[src/design/asd_pkg.sv]
// shared types, constants and a hex digit helper for the ais sentence decoder
`timescale 1ns / 1ps
package asd_pkg;

  localparam logic [7:0] CH_LF    = 8'h0A;
  localparam logic [7:0] CH_CR    = 8'h0D;
  localparam logic [7:0] CH_NUL   = 8'h00;
  localparam logic [7:0] CH_BANG  = 8'h21;
  localparam logic [7:0] CH_STAR  = 8'h2A;
  localparam logic [7:0] CH_COMMA = 8'h2C;

  localparam logic [2:0] FIELD_PAYLOAD = 3'd5;
  localparam logic [2:0] FIELD_FILL    = 3'd6;
  localparam logic [2:0] FIELDS_DONE   = 3'd7;

  localparam logic [27:0] LON_ABSENT   = 28'h6791AC0;
  localparam logic [26:0] LAT_ABSENT   = 27'h3412140;
  localparam logic [9:0]  SPEED_ABSENT = 10'd1023;
  localparam logic [8:0]  HEAD_ABSENT  = 9'd511;

  localparam logic [3:0] FILL_MAX = 4'd5;

  localparam logic [2:0] ST_OK       = 3'd0;
  localparam logic [2:0] ST_FRAMING  = 3'd1;
  localparam logic [2:0] ST_PAYLOAD  = 3'd2;
  localparam logic [2:0] ST_UNSUPP   = 3'd3;
  localparam logic [2:0] ST_SHORT    = 3'd4;

  localparam logic [1:0] KIND_CLASS_A = 2'd0;
  localparam logic [1:0] KIND_BASE    = 2'd1;
  localparam logic [1:0] KIND_CLASS_B = 2'd2;
  localparam logic [1:0] KIND_ATON    = 2'd3;

  localparam logic [5:0] TYPE_POS1   = 6'd1;
  localparam logic [5:0] TYPE_POS2   = 6'd2;
  localparam logic [5:0] TYPE_POS3   = 6'd3;
  localparam logic [5:0] TYPE_BASE   = 6'd4;
  localparam logic [5:0] TYPE_CLASSB = 6'd18;
  localparam logic [5:0] TYPE_ATON   = 6'd21;
  localparam logic [5:0] TYPE_STATIC = 6'd24;

  typedef struct packed {
    logic       frame_ok;
    logic       pay_ok;
    logic [3:0] fill;
  } line_flags_t;

  typedef struct packed {
    logic       ok;
    logic [3:0] val;
  } hex_t;

  function automatic hex_t hex_of(input logic [7:0] c);
    hex_t h;
    h.ok  = 1'b1;
    h.val = 4'd0;
    if (c >= 8'h30 && c <= 8'h39) begin
      h.val = 4'(c - 8'h30);
    end else if (c >= 8'h61 && c <= 8'h66) begin
      h.val = 4'(c - 8'h57);
    end else if (c >= 8'h41 && c <= 8'h46) begin
      h.val = 4'(c - 8'h37);
    end else begin
      h.ok = 1'b0;
    end
    return h;
  endfunction

endpackage

[src/design/asd_line.sv]
// line splitter, framing and checksum tracking, payload character capture
`timescale 1ns / 1ps
module asd_line import asd_pkg::*; #(
  parameter int LINE_LIMIT    = 1024,
  parameter int PAYLOAD_LIMIT = 512,
  parameter int KEPT_CHARS    = 40
) (
  input  logic                             clk,
  input  logic                             rst,
  input  logic                             in_valid,
  output logic                             in_ready,
  input  logic [7:0]                       in_byte,
  input  logic                             in_last,
  output logic                             snap_valid,
  input  logic                             snap_take,
  output line_flags_t                      snap_flags,
  output logic [$clog2(PAYLOAD_LIMIT)-1:0] snap_plen,
  output logic [KEPT_CHARS-1:0][5:0]       snap_six,
  output logic [KEPT_CHARS-1:0]            snap_bad
);

  localparam int LW = $clog2(LINE_LIMIT);
  localparam int PW = $clog2(PAYLOAD_LIMIT);
  localparam int IW = $clog2(KEPT_CHARS);

  logic [LW-1:0] line_length, line_length_next;
  logic          content_ended, content_ended_next;
  logic          framing_error, framing_error_next;
  logic [7:0]    checksum_acc, checksum_acc_next;
  logic          star_seen, star_seen_next;
  logic [1:0]    after_star_count, after_star_count_next;
  logic [7:0]    expected_sum, expected_sum_next;
  logic [2:0]    field_index, field_index_next;
  logic [LW-1:0] field_length, field_length_next;
  logic [PW-1:0] payload_length, payload_length_next;
  logic [3:0]    fill_digit, fill_digit_next;
  logic          payload_error, payload_error_next;

  logic [KEPT_CHARS-1:0][5:0] payload_sixbits, six_upd;
  logic [KEPT_CHARS-1:0]      sixbit_invalid, bad_upd;

  logic          wr_en, wr_bad, finish, clear;
  logic [IW-1:0] wr_idx;
  logic [5:0]    wr_six;
  hex_t          hx;
  logic          accept;

  assign accept   = in_valid && in_ready;
  assign in_ready = !snap_valid || snap_take;

  always_comb begin
    line_length_next      = line_length;
    content_ended_next    = content_ended;
    framing_error_next    = framing_error;
    checksum_acc_next     = checksum_acc;
    star_seen_next        = star_seen;
    after_star_count_next = after_star_count;
    expected_sum_next     = expected_sum;
    field_index_next      = field_index;
    field_length_next     = field_length;
    payload_length_next   = payload_length;
    fill_digit_next       = fill_digit;
    payload_error_next    = payload_error;
    wr_en  = 1'b0;
    wr_bad = 1'b0;
    wr_six = 6'd0;
    wr_idx = field_length[IW-1:0];
    finish = 1'b0;
    clear  = 1'b0;
    hx     = hex_of(in_byte);
    if (in_byte == CH_LF) begin
      finish = (line_length != '0);
      clear  = 1'b1;
    end else if (in_byte != CH_CR &&
                 ((LW+1)'(line_length) + (LW+1)'(1)) < (LW+1)'(LINE_LIMIT)) begin
      line_length_next = line_length + LW'(1);
      if (!content_ended) begin
        if (in_byte == CH_NUL) begin
          content_ended_next = 1'b1;
        end else begin
          if (line_length == '0 && in_byte != CH_BANG) framing_error_next = 1'b1;
          if (!star_seen) begin
            if (in_byte == CH_STAR) begin
              star_seen_next = 1'b1;
              if (line_length == LW'(1)) framing_error_next = 1'b1;
            end else if (line_length != '0) begin
              checksum_acc_next = checksum_acc ^ in_byte;
            end
            if (!payload_error && field_index != FIELDS_DONE) begin
              if (in_byte == CH_COMMA || in_byte == CH_STAR) begin
                if (field_index == FIELD_PAYLOAD) begin
                  if (field_length == '0 || int'(field_length) >= PAYLOAD_LIMIT) begin
                    payload_error_next = 1'b1;
                  end else begin
                    payload_length_next = PW'(field_length);
                  end
                  field_index_next = FIELD_FILL;
                end else if (field_index == FIELD_FILL) begin
                  if (field_length != LW'(1)) payload_error_next = 1'b1;
                  else field_index_next = FIELDS_DONE;
                end else begin
                  field_index_next = field_index + 3'd1;
                end
                field_length_next = '0;
              end else begin
                if (field_index == FIELD_PAYLOAD && int'(field_length) < KEPT_CHARS) begin
                  wr_en  = 1'b1;
                  wr_bad = !(in_byte >= 8'd48 && in_byte <= 8'd119);
                  if (!wr_bad) begin
                    wr_six = (in_byte <= 8'd88) ? 6'(in_byte - 8'd48) : 6'(in_byte - 8'd56);
                  end
                end
                if (field_index == FIELD_FILL && field_length == '0) begin
                  if (in_byte >= 8'h30 && in_byte <= 8'h39) fill_digit_next = 4'(in_byte - 8'h30);
                  else payload_error_next = 1'b1;
                end
                field_length_next = field_length + LW'(1);
              end
            end
          end else if (after_star_count < 2'd2) begin
            if (!hx.ok) framing_error_next = 1'b1;
            else expected_sum_next = {expected_sum[3:0], hx.val};
            after_star_count_next = after_star_count + 2'd1;
          end else begin
            framing_error_next = 1'b1;
          end
        end
      end
    end
    if (in_byte != CH_LF && in_last) begin
      finish = (line_length_next != '0);
      clear  = 1'b1;
    end
  end

  always_comb begin
    six_upd = payload_sixbits;
    bad_upd = sixbit_invalid;
    if (wr_en) begin
      six_upd[wr_idx] = wr_six;
      bad_upd[wr_idx] = wr_bad;
    end
  end

  always_ff @(posedge clk) begin
    if (accept) begin
      payload_sixbits <= six_upd;
      sixbit_invalid  <= bad_upd;
    end
    if (accept && finish) begin
      snap_flags.frame_ok <= !framing_error_next && star_seen_next &&
                             after_star_count_next == 2'd2 &&
                             checksum_acc_next == expected_sum_next;
      snap_flags.pay_ok   <= !payload_error_next && field_index_next == FIELDS_DONE;
      snap_flags.fill     <= fill_digit_next;
      snap_plen           <= payload_length_next;
      snap_six            <= six_upd;
      snap_bad            <= bad_upd;
    end
  end

  always_ff @(posedge clk) begin
    if (rst) begin
      snap_valid       <= 1'b0;
      line_length      <= '0;
      content_ended    <= 1'b0;
      framing_error    <= 1'b0;
      checksum_acc     <= '0;
      star_seen        <= 1'b0;
      after_star_count <= '0;
      expected_sum     <= '0;
      field_index      <= '0;
      field_length     <= '0;
      payload_length   <= '0;
      fill_digit       <= '0;
      payload_error    <= 1'b0;
    end else begin
      if (accept && finish) snap_valid <= 1'b1;
      else if (snap_take) snap_valid <= 1'b0;
      if (accept) begin
        if (clear) begin
          line_length      <= '0;
          content_ended    <= 1'b0;
          framing_error    <= 1'b0;
          checksum_acc     <= '0;
          star_seen        <= 1'b0;
          after_star_count <= '0;
          expected_sum     <= '0;
          field_index      <= '0;
          field_length     <= '0;
          payload_length   <= '0;
          fill_digit       <= '0;
          payload_error    <= 1'b0;
        end else begin
          line_length      <= line_length_next;
          content_ended    <= content_ended_next;
          framing_error    <= framing_error_next;
          checksum_acc     <= checksum_acc_next;
          star_seen        <= star_seen_next;
          after_star_count <= after_star_count_next;
          expected_sum     <= expected_sum_next;
          field_index      <= field_index_next;
          field_length     <= field_length_next;
          payload_length   <= payload_length_next;
          fill_digit       <= fill_digit_next;
          payload_error    <= payload_error_next;
        end
      end
    end
  end

endmodule

[src/design/asd_decode.sv]
// message decode of a finished line and the result register
`timescale 1ns / 1ps
module asd_decode import asd_pkg::*; #(
  parameter int PAYLOAD_LIMIT = 512,
  parameter int KEPT_CHARS    = 40
) (
  input  logic                             clk,
  input  logic                             rst,
  input  logic                             snap_valid,
  output logic                             snap_take,
  input  line_flags_t                      snap_flags,
  input  logic [$clog2(PAYLOAD_LIMIT)-1:0] snap_plen,
  input  logic [KEPT_CHARS-1:0][5:0]       snap_six,
  input  logic [KEPT_CHARS-1:0]            snap_bad,
  output logic                             out_valid,
  input  logic                             out_ready,
  output logic [2:0]                       status,
  output logic [5:0]                       msg_type,
  output logic [29:0]                      mmsi,
  output logic [1:0]                       sender_kind,
  output logic                             has_speed,
  output logic [9:0]                       speed_raw,
  output logic                             has_location,
  output logic [27:0]                      longitude_raw,
  output logic [26:0]                      latitude_raw,
  output logic                             has_heading,
  output logic [8:0]                       heading_deg
);

  localparam int PW = $clog2(PAYLOAD_LIMIT);
  localparam int AW = PW + 3;

  function automatic logic [29:0] rd(input logic [KEPT_CHARS-1:0][5:0] sx,
                                     input logic [KEPT_CHARS-1:0] bad,
                                     input int start, input int n);
    logic [29:0] v;
    logic        ok;
    int          p;
    v  = '0;
    ok = 1'b1;
    for (int i = 0; i < 30; i++) begin
      if (i < n) begin
        p = start + i;
        if (p / 6 >= KEPT_CHARS) begin
          ok = 1'b0;
        end else begin
          if (bad[p / 6]) ok = 1'b0;
          v = {v[28:0], sx[p / 6][5 - (p % 6)]};
        end
      end
    end
    return ok ? v : 30'd0;
  endfunction

  logic [AW-1:0] avail, need;
  logic [5:0]    ty;
  logic          known;
  logic [1:0]    kind;
  logic [9:0]    sp;
  logic [27:0]   lon;
  logic [26:0]   lat;
  logic [8:0]    hd;

  logic [2:0]  r_status;
  logic [5:0]  r_type;
  logic [29:0] r_mmsi;
  logic [1:0]  r_kind;
  logic        r_hs, r_hl, r_hh;
  logic [9:0]  r_sp;
  logic [27:0] r_lon;
  logic [26:0] r_lat;
  logic [8:0]  r_hd;

  assign snap_take = snap_valid && (!out_valid || out_ready);

  always_comb begin
    avail = (AW'(snap_plen) << 2) + (AW'(snap_plen) << 1) - AW'(snap_flags.fill);
    ty    = 6'(rd(snap_six, snap_bad, 0, 6));
    known = 1'b1;
    need  = AW'(137);
    kind  = KIND_CLASS_A;
    sp    = SPEED_ABSENT;
    lon   = LON_ABSENT;
    lat   = LAT_ABSENT;
    hd    = HEAD_ABSENT;
    case (ty)
      TYPE_POS1, TYPE_POS2, TYPE_POS3: begin
        need = AW'(137);
        kind = KIND_CLASS_A;
        sp   = 10'(rd(snap_six, snap_bad, 50, 10));
        lon  = 28'(rd(snap_six, snap_bad, 61, 28));
        lat  = 27'(rd(snap_six, snap_bad, 89, 27));
        hd   = 9'(rd(snap_six, snap_bad, 128, 9));
      end
      TYPE_BASE: begin
        need = AW'(135);
        kind = KIND_BASE;
        lon  = 28'(rd(snap_six, snap_bad, 79, 28));
        lat  = 27'(rd(snap_six, snap_bad, 108, 27));
      end
      TYPE_CLASSB: begin
        need = AW'(133);
        kind = KIND_CLASS_B;
        sp   = 10'(rd(snap_six, snap_bad, 46, 10));
        lon  = 28'(rd(snap_six, snap_bad, 57, 28));
        lat  = 27'(rd(snap_six, snap_bad, 85, 27));
        hd   = 9'(rd(snap_six, snap_bad, 124, 9));
      end
      TYPE_ATON: begin
        need = AW'(219);
        kind = KIND_ATON;
        lon  = 28'(rd(snap_six, snap_bad, 164, 28));
        lat  = 27'(rd(snap_six, snap_bad, 192, 27));
      end
      TYPE_STATIC: begin
        need = AW'(40);
        kind = KIND_CLASS_B;
      end
      default: known = 1'b0;
    endcase

    r_status = ST_OK;
    r_type   = '0;
    r_mmsi   = '0;
    r_kind   = '0;
    r_hs     = 1'b0;
    r_sp     = '0;
    r_hl     = 1'b0;
    r_lon    = '0;
    r_lat    = '0;
    r_hh     = 1'b0;
    r_hd     = '0;
    if (!snap_flags.frame_ok) begin
      r_status = ST_FRAMING;
    end else if (!snap_flags.pay_ok) begin
      r_status = ST_PAYLOAD;
    end else if (snap_flags.fill > FILL_MAX || avail < AW'(38) || !known) begin
      r_status = ST_UNSUPP;
    end else begin
      r_type = ty;
      r_mmsi = rd(snap_six, snap_bad, 8, 30);
      if (avail < need) begin
        r_status = ST_SHORT;
      end else begin
        r_kind = kind;
        if (sp != SPEED_ABSENT) begin
          r_hs = 1'b1;
          r_sp = sp;
        end
        if (lon != LON_ABSENT && lat != LAT_ABSENT) begin
          r_hl  = 1'b1;
          r_lon = lon;
          r_lat = lat;
        end
        if (hd != HEAD_ABSENT) begin
          r_hh = 1'b1;
          r_hd = hd;
        end
      end
    end
  end

  always_ff @(posedge clk) begin
    if (snap_take) begin
      status        <= r_status;
      msg_type      <= r_type;
      mmsi          <= r_mmsi;
      sender_kind   <= r_kind;
      has_speed     <= r_hs;
      speed_raw     <= r_sp;
      has_location  <= r_hl;
      longitude_raw <= r_lon;
      latitude_raw  <= r_lat;
      has_heading   <= r_hh;
      heading_deg   <= r_hd;
    end
  end

  always_ff @(posedge clk) begin
    if (rst) begin
      out_valid <= 1'b0;
    end else if (!out_valid || out_ready) begin
      out_valid <= snap_valid;
    end
  end

endmodule

[src/design/ais_sentence_decoder.sv]
// top level of the ais sentence decoder
`timescale 1ns / 1ps
// Takes one datagram byte per cycle on the s side (tlast marks the datagram's last byte) and
// gives one decoded record on the m side for each nonempty line. The line tracker updates its
// state as each byte arrives, a finished line is latched into a snapshot register, and the
// snapshot is then decoded into the result register once that register is free or being read.
// Input stalls only while both the snapshot and the result register are full and the m side is
// not taking words.
module ais_sentence_decoder import asd_pkg::*; #(
  parameter int LINE_LIMIT    = 1024,
  parameter int PAYLOAD_LIMIT = 512,
  parameter int KEPT_CHARS    = 40
) (
  input  logic         clk,
  input  logic         rst,
  input  logic         s_tvalid,
  output logic         s_tready,
  input  logic [7:0]   s_tdata,   // data_byte
  input  logic         s_tlast,   // datagram_end
  output logic         m_tvalid,
  input  logic         m_tready,
  // status, msg_type, mmsi, sender_kind, has_speed, speed_raw, has_location,
  // longitude_raw, latitude_raw, has_heading, heading_deg, zero pad
  output logic [119:0] m_tdata
);

  logic                             snap_valid, snap_take;
  line_flags_t                      snap_flags;
  logic [$clog2(PAYLOAD_LIMIT)-1:0] snap_plen;
  logic [KEPT_CHARS-1:0][5:0]       snap_six;
  logic [KEPT_CHARS-1:0]            snap_bad;

  logic [2:0]  status;
  logic [5:0]  msg_type;
  logic [29:0] mmsi;
  logic [1:0]  sender_kind;
  logic        has_speed, has_location, has_heading;
  logic [9:0]  speed_raw;
  logic [27:0] longitude_raw;
  logic [26:0] latitude_raw;
  logic [8:0]  heading_deg;

  asd_line #(
    .LINE_LIMIT(LINE_LIMIT), .PAYLOAD_LIMIT(PAYLOAD_LIMIT), .KEPT_CHARS(KEPT_CHARS)
  ) u_line (
    .clk(clk), .rst(rst),
    .in_valid(s_tvalid), .in_ready(s_tready), .in_byte(s_tdata), .in_last(s_tlast),
    .snap_valid(snap_valid), .snap_take(snap_take), .snap_flags(snap_flags),
    .snap_plen(snap_plen), .snap_six(snap_six), .snap_bad(snap_bad)
  );

  asd_decode #(
    .PAYLOAD_LIMIT(PAYLOAD_LIMIT), .KEPT_CHARS(KEPT_CHARS)
  ) u_decode (
    .clk(clk), .rst(rst),
    .snap_valid(snap_valid), .snap_take(snap_take), .snap_flags(snap_flags),
    .snap_plen(snap_plen), .snap_six(snap_six), .snap_bad(snap_bad),
    .out_valid(m_tvalid), .out_ready(m_tready),
    .status(status), .msg_type(msg_type), .mmsi(mmsi), .sender_kind(sender_kind),
    .has_speed(has_speed), .speed_raw(speed_raw), .has_location(has_location),
    .longitude_raw(longitude_raw), .latitude_raw(latitude_raw),
    .has_heading(has_heading), .heading_deg(heading_deg)
  );

  assign m_tdata = {2'b00, heading_deg, has_heading, latitude_raw, longitude_raw,
                    has_location, speed_raw, has_speed, sender_kind, mmsi, msg_type, status};

endmodule
[config.mk]
export PLATFORM = sky130hd
export DESIGN_NAME = ais_sentence_decoder
export DESIGN_NICKNAME = d
export VERILOG_FILES = /design/src/design/asd_pkg.sv /design/src/design/asd_line.sv /design/src/design/asd_decode.sv /design/src/design/ais_sentence_decoder.sv
export SDC_FILE = /design/constraint.sdc
export NUM_CORES = 1
export LEC_CHECK = 0
export BUFFER_PORTS_ARGS = -buffer_cell sky130_fd_sc_hd__buf_4
export CAP_MARGIN = 20
export CORE_ASPECT_RATIO = 2
export CORE_MARGIN = 2
export CORE_UTILIZATION = 55
export CTS_BUF_LIST = sky130_fd_sc_hd__clkbuf_4
export DETAILED_ROUTE_END_ITERATION = 16
export PLACE_DENSITY = 0.82
export SKIP_LAST_GASP = 1
export SYNTH_ARGS = -nofsm -noshare
export SYNTH_HDL_FRONTEND = slang
export SYNTH_SLANG_ARGS = --single-unit
[constraint.sdc]
create_clock -name clk -period 20.3 [get_ports clk]
set_input_delay 1.015 -clock clk [delete_from_list [all_inputs] [get_ports clk]]
set_output_delay 1.015 -clock clk [all_outputs]
set_load 0.01 [all_outputs]
# == After elaboration in Yosys (flattened, before gate mapping) ==
# Cells that the tools add are included.
# totals
register_bits,700
input_bits,13
output_inout_bits,122
# op_classes
add_sub_neg,11
order_cmp,17
eq_ne,29
mux,242
bitwise_logic,7
reduce_logical,52
# ops
operator,n
$bwmux 240,1
$mux 222,1
$mux 1,135
$mux 10,13
$mux 8,16
$mux 28,4
$pmux 28 s4,1
$mux 27,4
$mux 9,12
$pmux 27 s4,1
$mux 6,12
$mux 4,13
$bwmux 40,1
$mux 40,1
$demux 6 s6,1
$mux 3,12
$le 8x7->1 const B,4
$pmux 8 s4,1
$ne 28x27->1 const B,1
$ne 27x26->1 const B,1
$add 10x1->10 const B,2
$logic_not 10->1,2
$pmux 10 s2,1
$reduce_bool 10->1,2
56 further kinds,116

# == Longest topological paths before layout ==
# Gate-level depths: netlist of the first run.
# depth
depth_word,16
depth_mapped,19
depth_no_buf,17

# == By module ==
# A second synthesis of the first run with hierarchy kept.
# unflattened
hier_cells,2294
area_unflattened_um2,32926.6
# modules_own_cells
module,instances,cells_each,area_per_inst_um2
asd_line,1,1499,24896.4
asd_decode,1,789,7988.9
ais_sentence_decoder,1,6,41.3

# == Worst setup path after synthesis of the first run ==
# No wires, ideal clock.
# synth_timing
kind,input-to-reg
startpoint,input port m_tready
endpoint,register u_line.after_star_count[0]
setup_ps,128
arrival_time_ps,8691
setup_slack_ps,11481
path_stages,8
path_buffers,1
cell_sequence,nor2b_1 -> nand2_1 -> nand2_1 -> inv_1 -> clkbuf_1 -> o21ai_0 -> a21oi_1 -> nor2_1
# synth_between
elab_chain_len,4
# synth_rtl
element,line,rtl
from (decl),ais_sentence_decoder.sv:21,"input logic m_tready,"
$logic_or 1x1->1,asd_decode.sv:74,assign snap_take = snap_valid && (!out_valid || out_ready);
$logic_and 1x1->1,asd_decode.sv:74,
$logic_or 1x1->1,asd_line.sv:49,assign in_ready = !snap_valid || snap_take;
via s_tready,ais_sentence_decoder.sv:17,"output logic s_tready,"
$logic_and 1x1->1,asd_line.sv:48,assign accept = in_valid && in_ready;
via u_line.accept,asd_line.sv:46,logic accept;
to (signal assigned),asd_line.sv:200,after_star_count <= after_star_count_next;
to (decl),asd_line.sv:31,"logic [1:0] after_star_count, after_star_count_next;"
# The timed path passes the listed nets, and every way through them passes these cells.
# A chain may end at the register's enable or synchronous reset.

# == Worst setup path after layout of the first run ==
# layout_timing
startpoint,register u_line.snap_bad[0]
endpoint,"register u_decode.longitude_raw[1], data pin"
# layout_between
elab_chain_len,8
word_cells_on_any_way,22
cone_classes,order compare (1); eq/ne (9); mux (5); bitwise (1); reduce/logical (6)
# layout_rtl
element,line,rtl
from (decl),asd_line.sv:19,output logic [KEPT_CHARS-1:0] snap_bad
from (signal assigned),asd_line.sv:158,snap_bad <= bad_upd;
$mux 6 (*),asd_decode.sv:52,return ok ? v : 30'd0;
branches (longest 7 deep; another with $lt 12x8->1),n/a,
to (signal assigned),asd_decode.sv:172,longitude_raw <= r_lon;
to (decl),asd_decode.sv:24,"output logic [27:0] longitude_raw,"
# Mark *: on every way between the ends.

==> results of run 1 <==
[worst max-delay path, delay by kind of cell, from the launching register on]
family | cells | cell delay, ns
buffers and inverters | 1 | 0.22
flip-flops | 1 | 0.52
AO/OA/AOI/OAI | 3 | 0.76
AND/OR/NAND/NOR | 6 | 3.26
[stage by stage]
stage,area [µm²],total power [mW],instances
after global placement,29200,1.66,2714
after global routing,31000,2.71,2949
after CTS,31000,2.64,2947
after floorplan,27600,1.61,2026
final,31000,2.62,2950
after detailed placement,29200,1.67,2714
[report_power, final]
group | internal [mW] | total, mW | switching (mW) | leakage, nW
logic | 0.0524 | 0.157 | 0.104 | 4.10
registers | 1.46 | 1.49 | 0.0284 | 5.74
clock network | 0.500 | 0.980 | 0.480 | 1.03
total | 2.01 | 2.62 | 0.613 | 10.9
[worst max path at each step]
| stage | start | endpoint | slack [ns] | cells past startpoint |
|---|---|---|---|---|
| 6_report | u_line.snap_bad[0] | u_decode.longitude_raw[1] | 15.19 | 10 |
| 5_1_grt | u_line.snap_bad[0] | u_decode.latitude_raw[16] | 15.04 | 10 |
| 4_1_cts | u_line.snap_bad[0] | u_decode.longitude_raw[1] | 15.34 | 10 |
| 3_5_place_dp | s_tdata[5] | u_line.snap_six[40] | 14.60 | 12 |
| 3_3_place_gp | s_tdata[5] | u_line.snap_six[133] | 14.64 | 12 |
| 2_1_floorplan | m_tready | u_line.after_star_count[0] | 11.48 | 8 |
[logic make-up (layout without fill, tap and decap cells)]
logic type / after synthesis / after routing / share of synthesized area
flip-flops: 623 / 623 / 0.655
AND/OR/NAND/NOR: 578 / 578 / 0.108
adder cells (fa/ha/maj): 52 / 52 / 0.0245
other: 1 / 6 / 0.000136
multiplexers: 203 / 203 / 0.0825
XOR/XNOR: 40 / 40 / 0.0127
buffers and inverters: 179 / 451 / 0.0264
AO/OA/AOI/OAI: 348 / 348 / 0.0912
[sequential cells by signal, indices dropped and copies added (netlist names), 3 cells and up]
| register | cells |
|---|---|
| u_decode.heading_deg | 9 |
| u_decode.latitude_raw | 27 |
| u_decode.longitude_raw | 28 |
| u_decode.mmsi | 30 |
| u_decode.msg_type | 6 |
| u_decode.speed_raw | 10 |
| u_decode.status | 3 |
| u_line.checksum_acc | 8 |
| u_line.expected_sum | 8 |
| u_line.field_index | 3 |
| u_line.field_length | 10 |
| u_line.fill_digit | 4 |
| u_line.line_length | 10 |
| u_line.payload_length | 9 |
| u_line.payload_sixbits | 182 |
| u_line.sixbit_invalid | 33 |
| u_line.snap_bad | 33 |
| u_line.snap_flags | 6 |
| u_line.snap_plen | 9 |
| u_line.snap_six | 182 |
[per-layer routing]
metal / vias up / wire length (µm)
li1: 8232 / -
met1: 9225 / 24300
met2: 1171 / 38300
met3: 287 / 5650
met4: 0 / 5230
met5: - / 0
[cells in the mapped netlist, drive strengths merged, types with 24 or more instances]
master  number
mux2       198
a221oi      30
a22oi       38
edfxtp     563
and3        50
nor3        72
a32oi       25
and2        45
dfxtp       60
nand3       48
nor2       155
a221o       26
xnor2       24
buf         25
clkbuf      94
o21ai       52
a21oi       71
inv         59
nand2      102
ha          47
[layout make-up]
type	count	area, µm²	share of cell area
timing repair buffer	158	1190	0.0383
sequential	623	18100	0.584
clock inverter	49	375	0.0121
antenna	3	7.51	0.000242
inverter	60	240	0.00775
multi-input combinational	1224	8880	0.286
clock buffer	184	1380	0.0446
tap	649	812	0.0262
==> impl_metrics.json, run 1 <==
{
  "pre_cts_slack_ns": 14.60,
  "drc": 0,
  "cp_cell_sequence": "nor3_1, and4_1, and2_1, a22oi_1, a211oi_1, nand4_1, nor4_1, buf_4, or2_1, a211oi_1",
  "yosys_warnings": 0,
  "ys_async_sr_fraction": 0,
  "cts_buffer_depth": 3,
  "finalHoldViolCount": 0,
  "synth_area_leaders": "edfxtp_1 61%, mux2_2 8.1%, dfxtp_1 4.3%, ha_1 2.1%, nor2_1 2.1%",
  "cp_common_cell": "a211oi_1",
  "grt_pass1_vias": 19000,
  "synth_cell_type_count": 82,
  "syn_inst": 2024,
  "critical-path-slowest-cell": "or2_1",
  "dp_hpwl_um": 50200,
  "final_cell_mix": "563 x edfxtp_1, 198 x mux2_2, 184 x clkbuf_4",
  "reg2reg_from": "u_line.snap_bad[0]",
  "max_stage_delay_ns": 0.85,
  "relSlewSlack": 0.222,
  "finalSetupViolations": 0,
  "cp_max_fo": 25,
  "path_class": "flop to flop",
  "syn_area_mm2": 0.0276,
  "fmax_mhz": 196,
  "worst_pin_slew_ns": 1.17,
  "post-route-util": 0.622,
  "cts_tree": "yes",
  "htreeDepth": 4,
  "post_cts.repair.setup_buffers": 0,
  "required_ns": 20.88,
  "crit_path_start_kind": "flop",
  "die_w_um": 163,
  "finalCritPeriodShare": 0.252,
  "gp_congestion": 0.936,
  "grt_max_degree": 151,
  "fin_skew_ns": 0.0694,
  "path_clk_slew_ns": 0.07,
  "maxCapViolations": 0,
  "status": "complete, no violations",
  "p_per_area_mw_per_mm2": 84.7,
  "period_minus_slack_ns": 5.12,
  "fp.dieH_um": 321,
  "min_path_cells": 4,
  "synth_top_area_share": 0.612,
  "r2r_end": "u_decode.longitude_raw[1]",
  "r2r_cells": 10,
  "synthFlopType": "edfxtp_1",
  "final_common_cell": "edfxtp_1",
  "ys_seq_area_frac": 0.655,
  "nets": 2264,
  "critPathArrivalTime_ns": 5.70,
  "synth_top_area_cell": "edfxtp_1",
  "p_leak_nw": 10.9,
  "peakVddDrop_uv": 45.7,
  "clkLatencyLatePin_ns": 0.92,
  "fin_hold_ws_ns": 0.433,
  "core.rowCount": 116,
  "antenna_found_initial": 2,
  "setup_tns_ns": 0,
  "setup_ws_ns": 15.19,
  "dr.pass1.iters": 6,
  "rsz0062_at_grt": "false",
  "ant_nets": 0,
  "layout-drive-gt1-share": 0.259,
  "wl_um": 73400,
  "min_from": "m_tready",
  "avgSynthCellArea_um2": 13.7,
  "grt_usage": 0.281,
  "synth_seq_cells": 623,
  "drtIter0Drc": 1840,
  "io_buffers": 132,
  "busiest_layer": "met2",
  "grt_use_met2": 0.503,
  "min_to": "u_decode.out_valid",
  "wire_per_inst_um": 24.9,
  "worstHoldPathType": "primary input to flop",
  "die_area_mm2": 0.0522,
  "grt_pass1_wl_um": 110000,
  "cts-buffers-inserted": 133,
  "vias": 18900,
  "cp-end-kind": "flop",
  "met1_usage": 0.298,
  "via_per_inst": 6.41,
  "clockRootBuffer": "clkbuf_4",
  "synth_edf_count": 563,
  "cts-resized-gates": 0,
  "initial_utilization": 0.555,
  "coreArea_mm2": 0.0498,
  "r2r_slack_ns": 15.19,
  "grt_remaining_overflow": 0,
  "fillers": 3681,
  "area_growth_pct": 12.1,
  "clock-sinks": 623,
  "maxSlewViolCount": 0,
  "grtUsageMet3": 0.0533,
  "hold_buffers": 0,
  "io_pins": 135
}
Power figures use the tool's default switching activity.
==> run 2, diff against run 1 <==
--- a/config.mk
+++ b/config.mk
@@ -12,7 +12,7 @@
 export CORE_UTILIZATION = 55
 export CTS_BUF_LIST = sky130_fd_sc_hd__clkbuf_4
 export DETAILED_ROUTE_END_ITERATION = 16
-export PLACE_DENSITY = 0.82
+export PLACE_DENSITY = 0.85
 export SKIP_LAST_GASP = 1
 export SYNTH_ARGS = -nofsm -noshare
 export SYNTH_HDL_FRONTEND = slang
==> constraint.sdc (replaced) <==
create_clock -name clk -period 4.2 [get_ports clk]
set_input_delay 0.21 -clock clk [delete_from_list [all_inputs] [get_ports clk]]
set_output_delay 0.21 -clock clk [all_outputs]
set_load 0.01 [all_outputs]
==> run 2 against run 1 <==
  * Total power grew to 4.8 times the previous value
  * Die area stayed put
  * Critical path depth rose by 1
  * Non-clock buffer count up 84
  * Sequential share of layout area shrank 1.8 points
  * Clock power increased to 4.8 times the previous value
  * Clock skew grew 0.0051 ns
  * Worst setup slack worse by 15 ns
  * Combinational power rose to 5.2 times the previous value
  * Critical endpoint is now u_decode.latitude_raw[22]
  * Largest power group unchanged
  * Highest routed layer is now met5
==> impl_metrics.json, run 2 (same netlist as run 1, synthesis figures left out) <==
{
  "status": "complete, no violations",
  "place_inst": 2773,
  "instances_no_fill": 3029,
  "wire_per_inst_um": 25.6,
  "gp_congestion": 1.04,
  "p_per_area_mw_per_mm2": 398,
  "grt_usage": 0.293,
  "area_growth_pct": 15.7,
  "grt_max_degree": 134,
  "maxSlewViolCount": 0,
  "io_buffers": 132,
  "post-route-util": 0.642,
  "layout-drive-gt1-share": 0.291,
  "final_cell_mix": "563 x edfxtp_1, 211 x buf_4, 198 x mux2_2",
  "period_minus_slack_ns": 4.10,
  "grt_remaining_overflow": 0,
  "finalCritPeriodShare": 0.977,
  "power_mw": 12.7,
  "ant_nets": 0,
  "final-seq-area_mm2": 0.0181,
  "core.rowCount": 116,
  "vias": 19300,
  "grt_pass1_vias": 19400,
  "largest_registers": "u_line.payload_sixbits: 182 flops, u_line.snap_six: 182 flops",
  "p_leak_nw": 11.3,
  "fp.dieH_um": 321,
  "crit_path_start_kind": "flop",
  "htreeDepth": 4,
  "clockRootBuffer": "clkbuf_4",
  "path_class": "flop to flop",
  "path_clk_slew_ns": 0.08,
  "worstHoldPathType": "primary input to flop",
  "fillers": 3598,
  "clock-sinks": 623,
  "fmax_mhz": 244,
  "peakVddDrop_uv": 232,
  "finalHoldViolCount": 0,
  "nets": 2349,
  "maxCapViolations": 0,
  "worst_pin_slew_ns": 1.14,
  "clkLatencyLatePin_ns": 0.90,
  "grt_pass1_wl_um": 113000,
  "coreArea_mm2": 0.0498,
  "relSlewSlack": 0.241,
  "die_w_um": 163,
  "io_pins": 135,
  "finalSetupViolations": 0,
  "cts-buffers-inserted": 134,
  "cts_buffer_depth": 3,
  "fin_skew_ns": 0.0745,
  "drtIter0Drc": 1827,
  "cp_max_fo": 13,
  "dp_hpwl_um": 53600,
  "via_per_inst": 6.37,
  "min_from": "m_tready",
  "initial_utilization": 0.555,
  "reg2reg_from": "u_line.snap_six[0]",
  "cts_tree": "yes",
  "antenna_found_initial": 2,
  "setup_tns_ns": 0,
  "cp-end-kind": "flop",
  "wl_um": 77700,
  "drc": 0,
  "dr.pass1.iters": 8,
  "die_area_mm2": 0.0522,
  "required_ns": 4.81,
  "multiInputGateArea_mm2": 0.00902,
  "critPathArrivalTime_ns": 4.72,
  "worstSetupStartpoint": "u_line.snap_six[0]",
  "final_common_cell": "edfxtp_1"
}
==> run 2: cell types whose count changed in the layout (fill, tap and decap cells not counted), moves of 4 or more <==
cell / before / now
buf_4: 158 / 211
dlygate4sd3_1: 0 / 17
buf_12: 0 / 9
clkinv_1: 27 / 23
and3_1: 50 / 46
ha_1: 47 / 43
inv_6: 0 / 7
==> run 2: stage by stage <==
stage	setup WS (ns)	hold WS (ns)	area, µm²
6_report	0.0962	0.254	32000
5_1_grt	-0.0177	0.281	32000
4_1_cts	0.0868	0.164	31800
3_5_place_dp	0.123	0.488	29900
3_3_place_gp	0.158	0.471	29900
2_1_floorplan	-1.71	0.378	27800
==> run 2: power breakdown <==
group	total [mW]	switching [mW]	internal (mW)
sequential	7.20	0.146	7.05
clock	4.70	2.35	2.35
combinational	0.813	0.519	0.293
==> run 2: area by class of cell <==
cell class,count,area share
diodes,1,0.0000783
clock buffers,181,0.0425
repair buffers,242,0.0637
clock inverters,49,0.0121
well taps,649,0.0254
multi-input cells,1224,0.282
flip-flops and latches,623,0.566
inverters,60,0.00767
==> run 2: final timing paths <==
check,endpoint,slack [ns],cells past startpoint
max,u_decode.latitude_raw[22],0.1,11
min,u_line.snap_valid,0.25,5
max reg2reg,u_decode.latitude_raw[22],0.1,11
min reg2reg,u_line.checksum_acc[6],0.50,2
==> run 2: worst max-delay path, cell delays in order, from the launching register on <==
cell and delay, ns:
edfxtp_1 0.56, o21bai_2 0.62, nor4_2 0.21, buf_4 0.21, a32o_1 0.20, a221o_1 0.30
nor4_1 0.35, nand4_1 0.17, nor4b_2 0.57, nor2_1 0.21, buf_4 0.23, and3_1 0.19
==> run 2: per-layer routing <==
layer  share of wire  wire length [µm]  global-route usage
met1            0.31             24400               0.284
met2            0.53             40800               0.530
met3           0.066              5100              0.0526
met4           0.095              7390               0.244
met5         0.00017                13                   0
==> run 2: repair_timing <==
item | in CTS | in global routing
setup endpoints to repair | 0 | 79
buffers inserted | 0 | 2
hold buffers | 17 | 0
endpoints found under the hold margin | 71 | 0
resized for setup | 0 | 14
